==> config.mk <==
export PLATFORM = sky130hd
export DESIGN_NAME = route_table_add_update_delete
export DESIGN_NICKNAME = d
export VERILOG_FILES = /design/src/rtaud_pkg.sv /design/src/route_table_add_update_delete.sv /design/src/rtaud_dp.sv /design/src/rtaud_ctrl.sv
export SDC_FILE = /design/constraint.sdc
export NUM_CORES = 1
export LEC_CHECK = 0
export ABC_AREA = 1
export BUFFER_PORTS_ARGS = -buffer_cell sky130_fd_sc_hd__buf_4
export CAP_MARGIN = 25
export CORE_MARGIN = 3
export CORE_UTILIZATION = 55
export CTS_CLUSTER_DIAMETER = 60
export CTS_CLUSTER_SIZE = 14
export DETAILED_ROUTE_END_ITERATION = 6
export PLACE_DENSITY = 0.76
export SLEW_MARGIN = 40
export SYNTH_ARGS = -nofsm -noshare
export SYNTH_HDL_FRONTEND = slang
export SYNTH_HIERARCHICAL = 1
export SYNTH_SLANG_ARGS = --single-unit
export TNS_END_PERCENT = 50
==> constraint.sdc <==
create_clock -name clock -period 3.9 [get_ports clock]
set_input_delay 0.585 -clock clock [delete_from_list [all_inputs] [get_ports clock]]
set_output_delay 0.585 -clock clock [all_outputs]
set_load 0.05 [all_outputs]
==> src/rtaud_pkg.sv <==
// ----------------------------------------------------------------------------
// Route table package
// Action and status codes, entry layout and controller/datapath interface.
// ----------------------------------------------------------------------------
package rtaud_pkg;

   // Action codes carried on req_tuser
   localparam logic [1:0] ACT_ADD    = 2'd0;
   localparam logic [1:0] ACT_UPDATE = 2'd1;
   localparam logic [1:0] ACT_DELETE = 2'd2;

   // Result status codes
   localparam logic [1:0] ST_DONE      = 2'd0;
   localparam logic [1:0] ST_FULL      = 2'd1;
   localparam logic [1:0] ST_NOT_FOUND = 2'd2;

   // Beat widths
   localparam int REQ_DATA_W = 136;
   localparam int REQ_USER_W = 2;
   localparam int RSP_DATA_W = 8;
   localparam int COUNT_OUT_W = 5;

   // One stored route
   typedef struct packed {
      logic [31:0] dest;
      logic [31:0] mask;
      logic [31:0] gateway;
      logic [7:0]  port;
   } entry_type;

   // Commands from controller to datapath
   typedef struct packed {
      logic       load;
      logic       scan;
      logic       save_slot;
      logic       add_wr;
      logic       upd_wr;
      logic       del_rd;
      logic       del_wr;
      logic       status_en;
      logic [1:0] status;
      logic       rsp_load;
   } ctl_cmd_type;

   // Status from datapath to controller
   typedef struct packed {
      logic hit;
      logic scan_end;
      logic full;
   } dp_sts_type;

endpackage

==> src/route_table_add_update_delete.sv <==
// ----------------------------------------------------------------------------
// Route table with add, update and delete
// Unordered table of up to ENTRIES routes; delete moves the last entry down.
// ----------------------------------------------------------------------------
//  channel | direction | fields (low bit first)
//  req     | in        | tuser: action; tdata: match_key, entry_destination,
//          |           |        entry_mask, entry_gateway, entry_port
//  rsp     | out       | tdata: status, entry_count, one zero pad bit
//
//  An add goes through S_ADD to S_DONE; an unused action goes straight to S_DONE.
//  Update and delete scan one entry a cycle on the single read port, and a
//  miss ends when the scan reaches the entry count; a delete hit then passes
//  through S_DEL_RD and S_DEL_WR to move the last entry down.
//  One beat in work at a time; the next request is taken while a result waits
//  for rsp_tready, and a newer result holds until then. Reset empties the table.
// ----------------------------------------------------------------------------
module route_table_add_update_delete #(
   parameter int ENTRIES = 16
) (
   input  logic                             clock,
   input  logic                             reset,
   input  logic                             req_tvalid,
   output logic                             req_tready,
   // match_key[31:0], entry_destination[63:32], entry_mask[95:64],
   // entry_gateway[127:96], entry_port[135:128]
   input  logic [rtaud_pkg::REQ_DATA_W-1:0] req_tdata,
   // action[1:0]
   input  logic [rtaud_pkg::REQ_USER_W-1:0] req_tuser,
   output logic                             rsp_tvalid,
   input  logic                             rsp_tready,
   // status[1:0], entry_count[6:2], zero[7]
   output logic [rtaud_pkg::RSP_DATA_W-1:0] rsp_tdata
);
   import rtaud_pkg::*;

   ctl_cmd_type cmd;
   dp_sts_type  sts;

   // Sequencer
   rtaud_ctrl u_ctrl (
      .clock      (clock),
      .reset      (reset),
      .req_tvalid (req_tvalid),
      .req_tready (req_tready),
      .req_tuser  (req_tuser),
      .rsp_tvalid (rsp_tvalid),
      .rsp_tready (rsp_tready),
      .cmd        (cmd),
      .sts        (sts)
   );

   // Table storage and compare
   rtaud_dp #(
      .ENTRIES (ENTRIES)
   ) u_dp (
      .clock     (clock),
      .reset     (reset),
      .req_tdata (req_tdata),
      .cmd       (cmd),
      .sts       (sts),
      .rsp_tdata (rsp_tdata)
   );

endmodule

==> src/rtaud_dp.sv <==
// ----------------------------------------------------------------------------
// Route table datapath
// Entry memory, scan pointer, compare, entry count and result register.
// ----------------------------------------------------------------------------
module rtaud_dp #(
   parameter int ENTRIES = 16
) (
   input  logic                            clock,
   input  logic                            reset,
   input  logic [rtaud_pkg::REQ_DATA_W-1:0] req_tdata,
   input  rtaud_pkg::ctl_cmd_type          cmd,
   output rtaud_pkg::dp_sts_type           sts,
   output logic [rtaud_pkg::RSP_DATA_W-1:0] rsp_tdata
);
   import rtaud_pkg::*;

   localparam int IW = $clog2(ENTRIES);
   localparam int CW = $clog2(ENTRIES + 1);

   entry_type           mem_ff [ENTRIES];
   entry_type           rd_data_ff;
   entry_type           new_ff;
   logic [31:0]         key_ff;
   logic                rd_vld_ff, rd_vld_in;
   logic [CW-1:0]       scan_ff, scan_in;
   logic [CW-1:0]       count_ff, count_in;
   logic [IW-1:0]       cmp_idx_ff;
   logic [IW-1:0]       slot_ff;
   logic [1:0]          status_ff;
   logic [RSP_DATA_W-1:0] rsp_tdata_ff;

   logic                issue;
   logic                rd_en;
   logic [IW-1:0]       rd_addr;
   logic [CW-1:0]       count_m1;
   logic                wr_en;
   logic [IW-1:0]       wr_addr;
   entry_type           wr_data;
   logic [CW+4:0]       count_ext;

   // Read port: scan pointer, or last entry for a delete
   assign issue    = cmd.scan && (scan_ff != count_ff);
   assign count_m1 = count_ff - CW'(1);
   assign rd_en    = issue || cmd.del_rd;
   assign rd_addr  = cmd.del_rd ? count_m1[IW-1:0] : scan_ff[IW-1:0];

   // Write port: append, overwrite in place, or move last into freed slot
   assign wr_en   = cmd.add_wr || cmd.upd_wr || cmd.del_wr;
   assign wr_addr = cmd.add_wr ? count_ff[IW-1:0] :
                    cmd.upd_wr ? cmp_idx_ff : slot_ff;
   assign wr_data = cmd.del_wr ? rd_data_ff : new_ff;

   // Entry memory
   always_ff @(posedge clock) begin
      if (wr_en) begin
         mem_ff[wr_addr] <= wr_data;
      end
      if (rd_en) begin
         rd_data_ff <= mem_ff[rd_addr];
      end
   end

   // Next values of the control counters
   always_comb begin
      rd_vld_in = issue;
      scan_in   = scan_ff;
      if (cmd.load) begin
         scan_in = '0;
      end else if (issue) begin
         scan_in = scan_ff + CW'(1);
      end
      count_in = count_ff;
      if (cmd.add_wr) begin
         count_in = count_ff + CW'(1);
      end else if (cmd.del_wr) begin
         count_in = count_m1;
      end
   end

   always_ff @(posedge clock) begin
      if (reset) begin
         rd_vld_ff <= 1'b0;
         scan_ff   <= '0;
         count_ff  <= '0;
      end else begin
         rd_vld_ff <= rd_vld_in;
         scan_ff   <= scan_in;
         count_ff  <= count_in;
      end
   end

   // Latch the request beat and track scan addresses
   always_ff @(posedge clock) begin
      if (cmd.load) begin
         key_ff          <= req_tdata[31:0];
         new_ff.dest     <= req_tdata[63:32];
         new_ff.mask     <= req_tdata[95:64];
         new_ff.gateway  <= req_tdata[127:96];
         new_ff.port     <= req_tdata[135:128];
      end
      if (issue) begin
         cmp_idx_ff <= scan_ff[IW-1:0];
      end
      if (cmd.save_slot) begin
         slot_ff <= cmp_idx_ff;
      end
      if (cmd.status_en) begin
         status_ff <= cmd.status;
      end
      if (cmd.rsp_load) begin
         rsp_tdata_ff <= {1'b0, count_ext[COUNT_OUT_W-1:0], status_ff};
      end
   end

   assign count_ext = {5'b0, count_ff};

   // Status back to the controller
   assign sts.hit      = rd_vld_ff && (rd_data_ff.dest == key_ff);
   assign sts.scan_end = !rd_vld_ff && (scan_ff == count_ff);
   assign sts.full     = (count_ff == CW'(ENTRIES));

   assign rsp_tdata = rsp_tdata_ff;

endmodule

==> src/rtaud_ctrl.sv <==
// ----------------------------------------------------------------------------
// Route table controller
// Sequences add, scan, update and delete, and owns both handshakes.
// ----------------------------------------------------------------------------
module rtaud_ctrl (
   input  logic                             clock,
   input  logic                             reset,
   input  logic                             req_tvalid,
   output logic                             req_tready,
   input  logic [rtaud_pkg::REQ_USER_W-1:0] req_tuser,
   output logic                             rsp_tvalid,
   input  logic                             rsp_tready,
   output rtaud_pkg::ctl_cmd_type           cmd,
   input  rtaud_pkg::dp_sts_type            sts
);
   import rtaud_pkg::*;

   localparam logic [2:0] S_IDLE   = 3'd0;
   localparam logic [2:0] S_ADD    = 3'd1;
   localparam logic [2:0] S_SCAN   = 3'd2;
   localparam logic [2:0] S_DEL_RD = 3'd3;
   localparam logic [2:0] S_DEL_WR = 3'd4;
   localparam logic [2:0] S_DONE   = 3'd5;

   logic [2:0] state_ff, state_in;
   logic [1:0] action_ff, action_in;
   logic       rsp_tvalid_ff, rsp_tvalid_in;

   // Next state and commands
   always_comb begin
      state_in   = state_ff;
      action_in  = action_ff;
      req_tready = 1'b0;
      cmd        = '0;
      case (state_ff)
         S_IDLE: begin
            req_tready = 1'b1;
            if (req_tvalid) begin
               cmd.load  = 1'b1;
               action_in = req_tuser;
               case (req_tuser)
                  ACT_ADD:    state_in = S_ADD;
                  ACT_UPDATE: state_in = S_SCAN;
                  ACT_DELETE: state_in = S_SCAN;
                  default: begin
                     cmd.status_en = 1'b1;
                     cmd.status    = ST_DONE;
                     state_in      = S_DONE;
                  end
               endcase
            end
         end
         S_ADD: begin
            cmd.status_en = 1'b1;
            if (sts.full) begin
               cmd.status = ST_FULL;
            end else begin
               cmd.add_wr = 1'b1;
               cmd.status = ST_DONE;
            end
            state_in = S_DONE;
         end
         S_SCAN: begin
            cmd.scan = 1'b1;
            if (sts.hit) begin
               if (action_ff == ACT_DELETE) begin
                  cmd.save_slot = 1'b1;
                  state_in      = S_DEL_RD;
               end else begin
                  cmd.upd_wr    = 1'b1;
                  cmd.status_en = 1'b1;
                  cmd.status    = ST_DONE;
                  state_in      = S_DONE;
               end
            end else if (sts.scan_end) begin
               cmd.status_en = 1'b1;
               cmd.status    = ST_NOT_FOUND;
               state_in      = S_DONE;
            end
         end
         S_DEL_RD: begin
            cmd.del_rd = 1'b1;
            state_in   = S_DEL_WR;
         end
         S_DEL_WR: begin
            cmd.del_wr    = 1'b1;
            cmd.status_en = 1'b1;
            cmd.status    = ST_DONE;
            state_in      = S_DONE;
         end
         S_DONE: begin
            if (!rsp_tvalid_ff || rsp_tready) begin
               cmd.rsp_load = 1'b1;
               state_in     = S_IDLE;
            end
         end
         default: begin
            state_in = S_IDLE;
         end
      endcase
   end

   // Hold the result beat until taken
   always_comb begin
      rsp_tvalid_in = rsp_tvalid_ff;
      if (cmd.rsp_load) begin
         rsp_tvalid_in = 1'b1;
      end else if (rsp_tready) begin
         rsp_tvalid_in = 1'b0;
      end
   end

   always_ff @(posedge clock) begin
      if (reset) begin
         state_ff      <= S_IDLE;
         action_ff     <= ACT_ADD;
         rsp_tvalid_ff <= 1'b0;
      end else begin
         state_ff      <= state_in;
         action_ff     <= action_in;
         rsp_tvalid_ff <= rsp_tvalid_in;
      end
   end

   assign rsp_tvalid = rsp_tvalid_ff;

endmodule

==> results of run 1 <==
## Yosys cell counts (2+ instances only)
master / number / area [µm²]
a21oi_1: 10 / 50.05
a31oi_1: 2 / 12.51
buf_1: 3 / 11.26
buf_2: 66 / 330.3
buf_4: 26 / 195.2
buf_6: 2 / 22.52
clkbuf_1: 16 / 60.06
clkbuf_2: 2 / 10.01
dfxtp_1: 17 / 340.3
edfxtp_1: 625 / 18770
ha_1: 4 / 50.05
inv_1: 564 / 2117
inv_2: 8 / 30.03
nand2_1: 670 / 2515
nand2_2: 8 / 50.05
nand3_1: 504 / 2522
nand3_2: 3 / 30.03
nor2_1: 54 / 202.7
nor2_2: 3 / 18.77
nor3_1: 4 / 20.02
o211ai_1: 4 / 30.03
o21ai_0: 28 / 140.1
o21ai_1: 2 / 10.01
o21ai_2: 3 / 26.28
o22ai_1: 2 / 12.51
or2_2: 7 / 43.79
xnor2_1: 4 / 35.03
xor2_1: 17 / 148.9
## cells by family (layout without fill, tap and decap cells)
kind of cell | after synthesis | in the layout | share of synthesized area (%)
buffers and inverters | 688 | 786 | 9.968
AOI/OAI and AO/OA | 58 | 58 | 1.261
and+or+nand+nor | 1254 | 1254 | 19.41
adders and majority gates | 4 | 4 | 0.1794
DFF | 642 | 642 | 68.51
xor gates and xnor gates | 21 | 21 | 0.6594
other | 1 | 1 | 0.01344
## metal layers
metal | up-vias | part of all wire (%) | track usage [%]
li1 | 8745 | - | -
met1 | 8851 | 38 | 32.72
met2 | 1049 | 47 | 41.39
met3 | 165 | 11 | 4.818
met4 | 0 | 3.7 | 9.529
met5 | - | 0 | 0
## final timing paths
check | startpoint | end | slack, ns | depth (start not counted)
max | u_dp/rd_data_ff[94] | u_dp/mem_ff[7][90] | 0.19 | 14
min | req_tdata[13] | u_dp/key_ff[13] | 0.15 | 1
max reg2reg | u_dp/rd_data_ff[94] | u_dp/mem_ff[7][90] | 0.19 | 14
min reg2reg | u_dp/status_ff[1] | u_dp/rsp_tdata[1] | 0.42 | 0
## metrics by stage
step / setup slack [ns] / hold WS, ns / cell area, µm² / utilization [%]
after CTS: 0.1157 / 0.1304 / 31140 / 62.84
final: 0.1931 / 0.1549 / 31180 / 62.92
after global routing: -0.009231 / 0.1337 / 31180 / 62.92
after detailed placement: 0.1453 / 0.4159 / 29700 / 59.92
after global placement: 0.2476 / 0.4029 / 29690 / 59.91
after floorplan: 0.1405 / 0.4003 / 27890 / -
## cell type report
| cell class | instances | area [µm²] |
|---|---|---|
| Clock buffer | 64 | 1389 |
| Clock inverter | 4 | 58.81 |
| Fill cell | 3602 | 18380 |
| Inverter | 573 | 2156 |
| Multi-Input combinational cell | 1338 | 6203 |
| Sequential cell | 642 | 19110 |
| Tap cell | 664 | 830.8 |
| Timing Repair Buffer | 145 | 1434 |
## power by group
group | internal (mW) | switching [mW] | total, mW
clock network | 2.54 | 2.25 | 4.79
logic | 1.46 | 4.34 | 5.80
registers | 9.47 | 0.291 | 9.76
total | 13.5 | 6.89 | 20.4
## cell usage in the layout, fill, tap and decap left out, types with 2 or more instances in the layout
cell       Yosys  layout
inv_2          8       8
a21oi_1       10      10
inv_6          0       2
or2_2          7       7
nor2_4         1      17
edfxtp_1     625     625
o21ai_0       28      27
nor3_1         4       3
clkbuf_1      16      10
nand2_1      670     669
nand2_2        8       6
nand3_2        3       3
clkbuf_16      0      54
o22ai_1        2       2
a31oi_1        2       2
nor2_1        54      37
o21ai_4        1       5
buf_12         0      26
o211ai_1       4       4
xor2_1        17      17
nand2_8        0       2
clkinv_1       1       2
nand3_1      504     504
nor2_2         3       4
xnor2_1        4       4
dfxtp_1       17      17
buf_4         26     118
ha_1           4       4
inv_1        564     563
## worst reg2reg max path, delay by kind of cell, from the launching register on
kind	cells	cell delay, ns
DFF	1	0.40
AOI/OAI and AO/OA	1	0.40
xor gates and xnor gates	1	0.17
and+or+nand+nor	9	1.83
buffers and inverters	3	0.57
## flip-flops by register name, summed over array words and instances, names as in the netlist, 2 cells and up
register / count
u_dp/rsp_tdata: 7
u_dp/rd_data_ff: 32
u_ctrl/state_ff: 3
u_dp/status_ff: 2
u_dp/mem_ff: 512
u_dp/new_ff: 32
u_dp/scan_ff: 5
u_dp/slot_ff: 4
u_dp/count_ff: 5
u_ctrl/action_ff: 2
u_dp/key_ff: 32
u_dp/cmp_idx_ff: 4
==> impl_metrics.json, run 1 <==
{
  "cp.required_ns": 4.18,
  "boundaryPins": 152,
  "die-width_um": 231.2,
  "clock.fmax_mhz": 269.8,
  "end_kind": "register",
  "yosysSeqAreaShare_pct": 68.51,
  "clk_pin_slew_ns": 0.07,
  "clkSinkCount": 642,
  "firstDrtPassIters": 5,
  "syn_inst": 2668,
  "synthArstFlopShare_pct": 0,
  "maxSlewHeadroom_pct": 42.76,
  "criticalPathCategory": "reg -> reg",
  "via_count": 18810,
  "cts_made_buffers": 52,
  "drt-initial-drc-count": 2161,
  "clock_path_buffers": 3,
  "hold_violations": 0,
  "ys_types": 38,
  "drv_slew": 0,
  "synth_fp_nets": 2814,
  "cp_top_family": "simple AND/OR/NAND/NOR gates",
  "die_area_um2": 53450,
  "drive_above_1_share_pct": 9.364,
  "fin_cells": 3430,
  "synth_edf_count": 625,
  "hold_buffers": 0,
  "dieHeight_um": 231.2,
  "grt_util_all_layers_pct": 24.89,
  "path_cells": "xor2_1 -> nor2_1 -> nand2_1 -> nor2_1 -> nand3_1 -> nor2_2 -> nand3_1 -> inv_1 -> inv_1 -> or2_2 -> a31oi_1 -> nand2_1 -> nor2_4 -> buf_12",
  "initial_core_util_pct": 56.28,
  "grt_max_degree": 129,
  "antenna-diode-count": 0,
  "crit_arrival_ns": 3.98,
  "coreArea_um2": 49560,
  "grt_pass1_vias": 18520,
  "final.min_clock_period_ns": 3.707,
  "crit_fanout": 32,
  "syn_avg_cell_area_um2": 10.45,
  "setup_viol": 0,
  "synth_area_um2": 27890,
  "leakagePower_nw": 13.23,
  "grt_overflow": 0,
  "synth_seq_cells": 642,
  "hpwl_um": 38500,
  "cts_tree": "done",
  "antenna_found_initial": 1,
  "status": "finished clean",
  "clock_skew_ns": 0.02156,
  "cap_violations": 0,
  "synth_flop_cell": "edfxtp_1",
  "place_inst": 3361,
  "period_share_pct": 95.05,
  "drt-wirelength-per-cell_um": 19.34,
  "p_per_area_nw_per_um2": 652.9,
  "worst_pin_slew_ns": 0.8554,
  "ant_nets": 0,
  "via_per_inst": 5.484,
  "syn2layout_area_growth_pct": 11.79,
  "drc": 0,
  "cts_setup_buffers": 0,
  "insertion_delay_ns": 0.62,
  "max_stage_delay_ns": 0.40,
  "crit_buf_inv": 3,
  "wl_um": 66340,
  "place.gp.congestion": 0.8636,
  "port-buffer-count": 78,
  "hold_class": "in -> reg",
  "nets": 2898,
  "slowest_stage": "edfxtp_1",
  "clockRootBuffer": "clkbuf_16",
  "row_count": 81,
  "total_power_mw": 20.36,
  "fin_setup_tns_ns": 0,
  "start_kind": "register",
  "cts_resized": 0,
  "peakVddDrop_uv": 384.8,
  "htreeDepth": 2,
  "grt_pass1_wl_um": 101700,
  "ys_warn_count": 6
}
Power figures use the tool's default switching activity.
==> run 2: changes to the inputs <==
--- a/config.mk
+++ b/config.mk
@@ -14,6 +14,7 @@
 export CTS_CLUSTER_SIZE = 14
 export DETAILED_ROUTE_END_ITERATION = 6
 export PLACE_DENSITY = 0.76
+export RECOVER_POWER = 50
 export SLEW_MARGIN = 40
 export SYNTH_ARGS = -nofsm -noshare
 export SYNTH_HDL_FRONTEND = slang
==> run 2 against run 1 <==
  * Clock skew is 0.0012 ns higher
  * Sequential power hardly changed
  * Die area stayed put
  * First-iteration DRC count is 0.65% lower
  * Cell area is 0.40% lower
  * Clock-buffer cell count stayed put
  * Setup slack worse by 0.022 ns
  * Combinational power is 1% lower
  * Non-clock buffer count stayed put
  * Wire length hardly changed
==> impl_metrics.json, run 2 (synthesized netlist as in run 1, its figures left out) <==
{
  "via_count": 18780,
  "clock_skew_ns": 0.02272,
  "ant_nets": 0,
  "final_cell_area_um2": 31060,
  "grt_pass1_vias": 18520,
  "initial_core_util_pct": 56.28,
  "place_area_um2": 29700,
  "crit_arrival_ns": 4.01,
  "die_area_um2": 53450,
  "clkSinkCount": 642,
  "antenna_found_initial": 1,
  "final_cell_mix": "nand2_1, edfxtp_1, inv_1",
  "boundaryPins": 152,
  "drive_above_1_share_pct": 8.460,
  "peakVddDrop_uv": 381.5,
  "p_int_mw": 13.42,
  "maxSlewHeadroom_pct": 20.46,
  "clock_path_buffers": 3,
  "regMostFlops": "u_dp/mem_ff",
  "hold_violations": 0,
  "netSwitchingPower_mw": 6.867,
  "dieHeight_um": 231.2,
  "row_count": 81,
  "criticalPathCategory": "reg -> reg",
  "place.gp.congestion": 0.8636,
  "antenna-diode-count": 0,
  "cts_made_buffers": 52,
  "syn2layout_area_growth_pct": 11.34,
  "setup_viol": 0,
  "nets": 2898,
  "fillCellCount": 3636,
  "drv_slew": 0,
  "p_per_area_nw_per_um2": 653.2,
  "coreArea_um2": 49560,
  "via_per_inst": 5.475,
  "worst_pin_slew_ns": 1.193,
  "grt_overflow": 0,
  "status": "finished clean",
  "p_seq_share_pct": 48.1,
  "drt-wirelength-per-cell_um": 19.32,
  "hpwl_um": 38500,
  "grt_max_degree": 129,
  "die-width_um": 231.2,
  "clock.fmax_mhz": 268.2,
  "crit_fanout": 32,
  "final_common_cell": "nand2_1",
  "insertion_delay_ns": 0.62,
  "drt-initial-drc-count": 2147,
  "period_share_pct": 95.60,
  "clock_power_share_pct": 23.6,
  "leakagePower_nw": 13.14,
  "pwr-share-comb_pct": 28.2,
  "switching_share_pct": 33.85,
  "clockRootBuffer": "clkbuf_16",
  "largest_register_ffs": 512,
  "grt_pass1_wl_um": 101700,
  "wl_um": 66280,
  "grt_util_all_layers_pct": 24.89,
  "end_kind": "register",
  "cts_tree": "done",
  "cap_violations": 0,
  "start_kind": "register",
  "drc": 0,
  "firstDrtPassIters": 7,
  "htreeDepth": 2,
  "total_power_mw": 20.29,
  "clk_pin_slew_ns": 0.07,
  "final.min_clock_period_ns": 3.729,
  "cp.required_ns": 4.18,
  "port-buffer-count": 78,
  "hold_class": "in -> reg"
}
## run 2: cell count changes in the layout (fill, tap and decap cells not counted), moves of 2 or more
cell / change
buf_4: -72
clkbuf_1: +19
nor2_1: +2
clkbuf_4: +54
inv_2: -2
inv_1: +2
## run 2: worst paths after layout
kind                                     startpoint            endpoint  slack [ns]  cells after the start
worst max register to register  u_dp/rd_data_ff[94]  u_dp/mem_ff[7][90]        0.17                     14
worst min-delay path                  req_tdata[13]     u_dp/key_ff[13]        0.18                      1
worst min register to register    u_dp/status_ff[1]   u_dp/rsp_tdata[1]        0.42                      0
worst max-delay path            u_dp/rd_data_ff[94]  u_dp/mem_ff[7][90]        0.17                     14
## run 2: worst max-delay path, cell delays in order, from the launching register on
cell and delay [ns]:
edfxtp_1 0.40, xor2_1 0.17, nor2_1 0.23, nand2_1 0.09
nor2_1 0.20, nand3_1 0.13, nor2_2 0.19, nand3_1 0.13
inv_1 0.17, inv_1 0.11, or2_2 0.28, a31oi_1 0.41
nand2_1 0.38, nor2_4 0.22, buf_12 0.28
## run 2: area by class of cell
class                      count  area (µm²)  share of cell area, %
timing repair buffer         145        1328                  4.275
clock inverter                 4       58.81                 0.1894
inverter                     573        2156                  6.942
tap                          664       830.8                  2.675
multi-input combinational   1338        6186                  19.92
clock buffer                  64        1389                  4.472
sequential                   642       19110                  61.53
## run 2: through the flow
stage | utilization, % | std cells | worst slack [ns] | hold slack [ns] | setup TNS [ns]
floorplan | - | 2668 | 0.1405 | 0.4003 | 0
global placement | 59.91 | 3361 | 0.2476 | 0.4029 | 0
detailed placement | 59.92 | 3361 | 0.1453 | 0.4159 | 0
CTS | 62.84 | 3429 | 0.1157 | 0.1304 | 0
global route | 62.67 | 3430 | -0.009231 | 0.1559 | -0.09892
finish | 62.67 | 3430 | 0.1714 | 0.1778 | 0
## run 2: layer usage
metal	wire, µm	track usage, %	share of wire [%]
met5	0	0	0
met2	31340	41.39	47
met3	6855	4.818	10
met1	25550	32.72	39
met4	2536	9.529	3.8
## run 2: power by group through the flow
stage	clock (mW)	sequential [mW]	combinational (mW)
4_1_cts	4.85	9.76	5.67
3_3_place_gp	0	9.86	5.42
6_report	4.80	9.77	5.72
2_1_floorplan	0	9.87	3.48
5_1_grt	5.13	9.83	6.22
3_5_place_dp	0	9.90	5.63
## run 2: what timing repair did
| action | in CTS | in global routing |
|---|---|---|
| setup buffers | 0 | 0 |
| setup endpoints to repair | 0 | 481 |
| hold buffers | 0 | 0 |
| endpoints found under the hold margin | 0 | 0 |
| resized for setup | 0 | 3 |
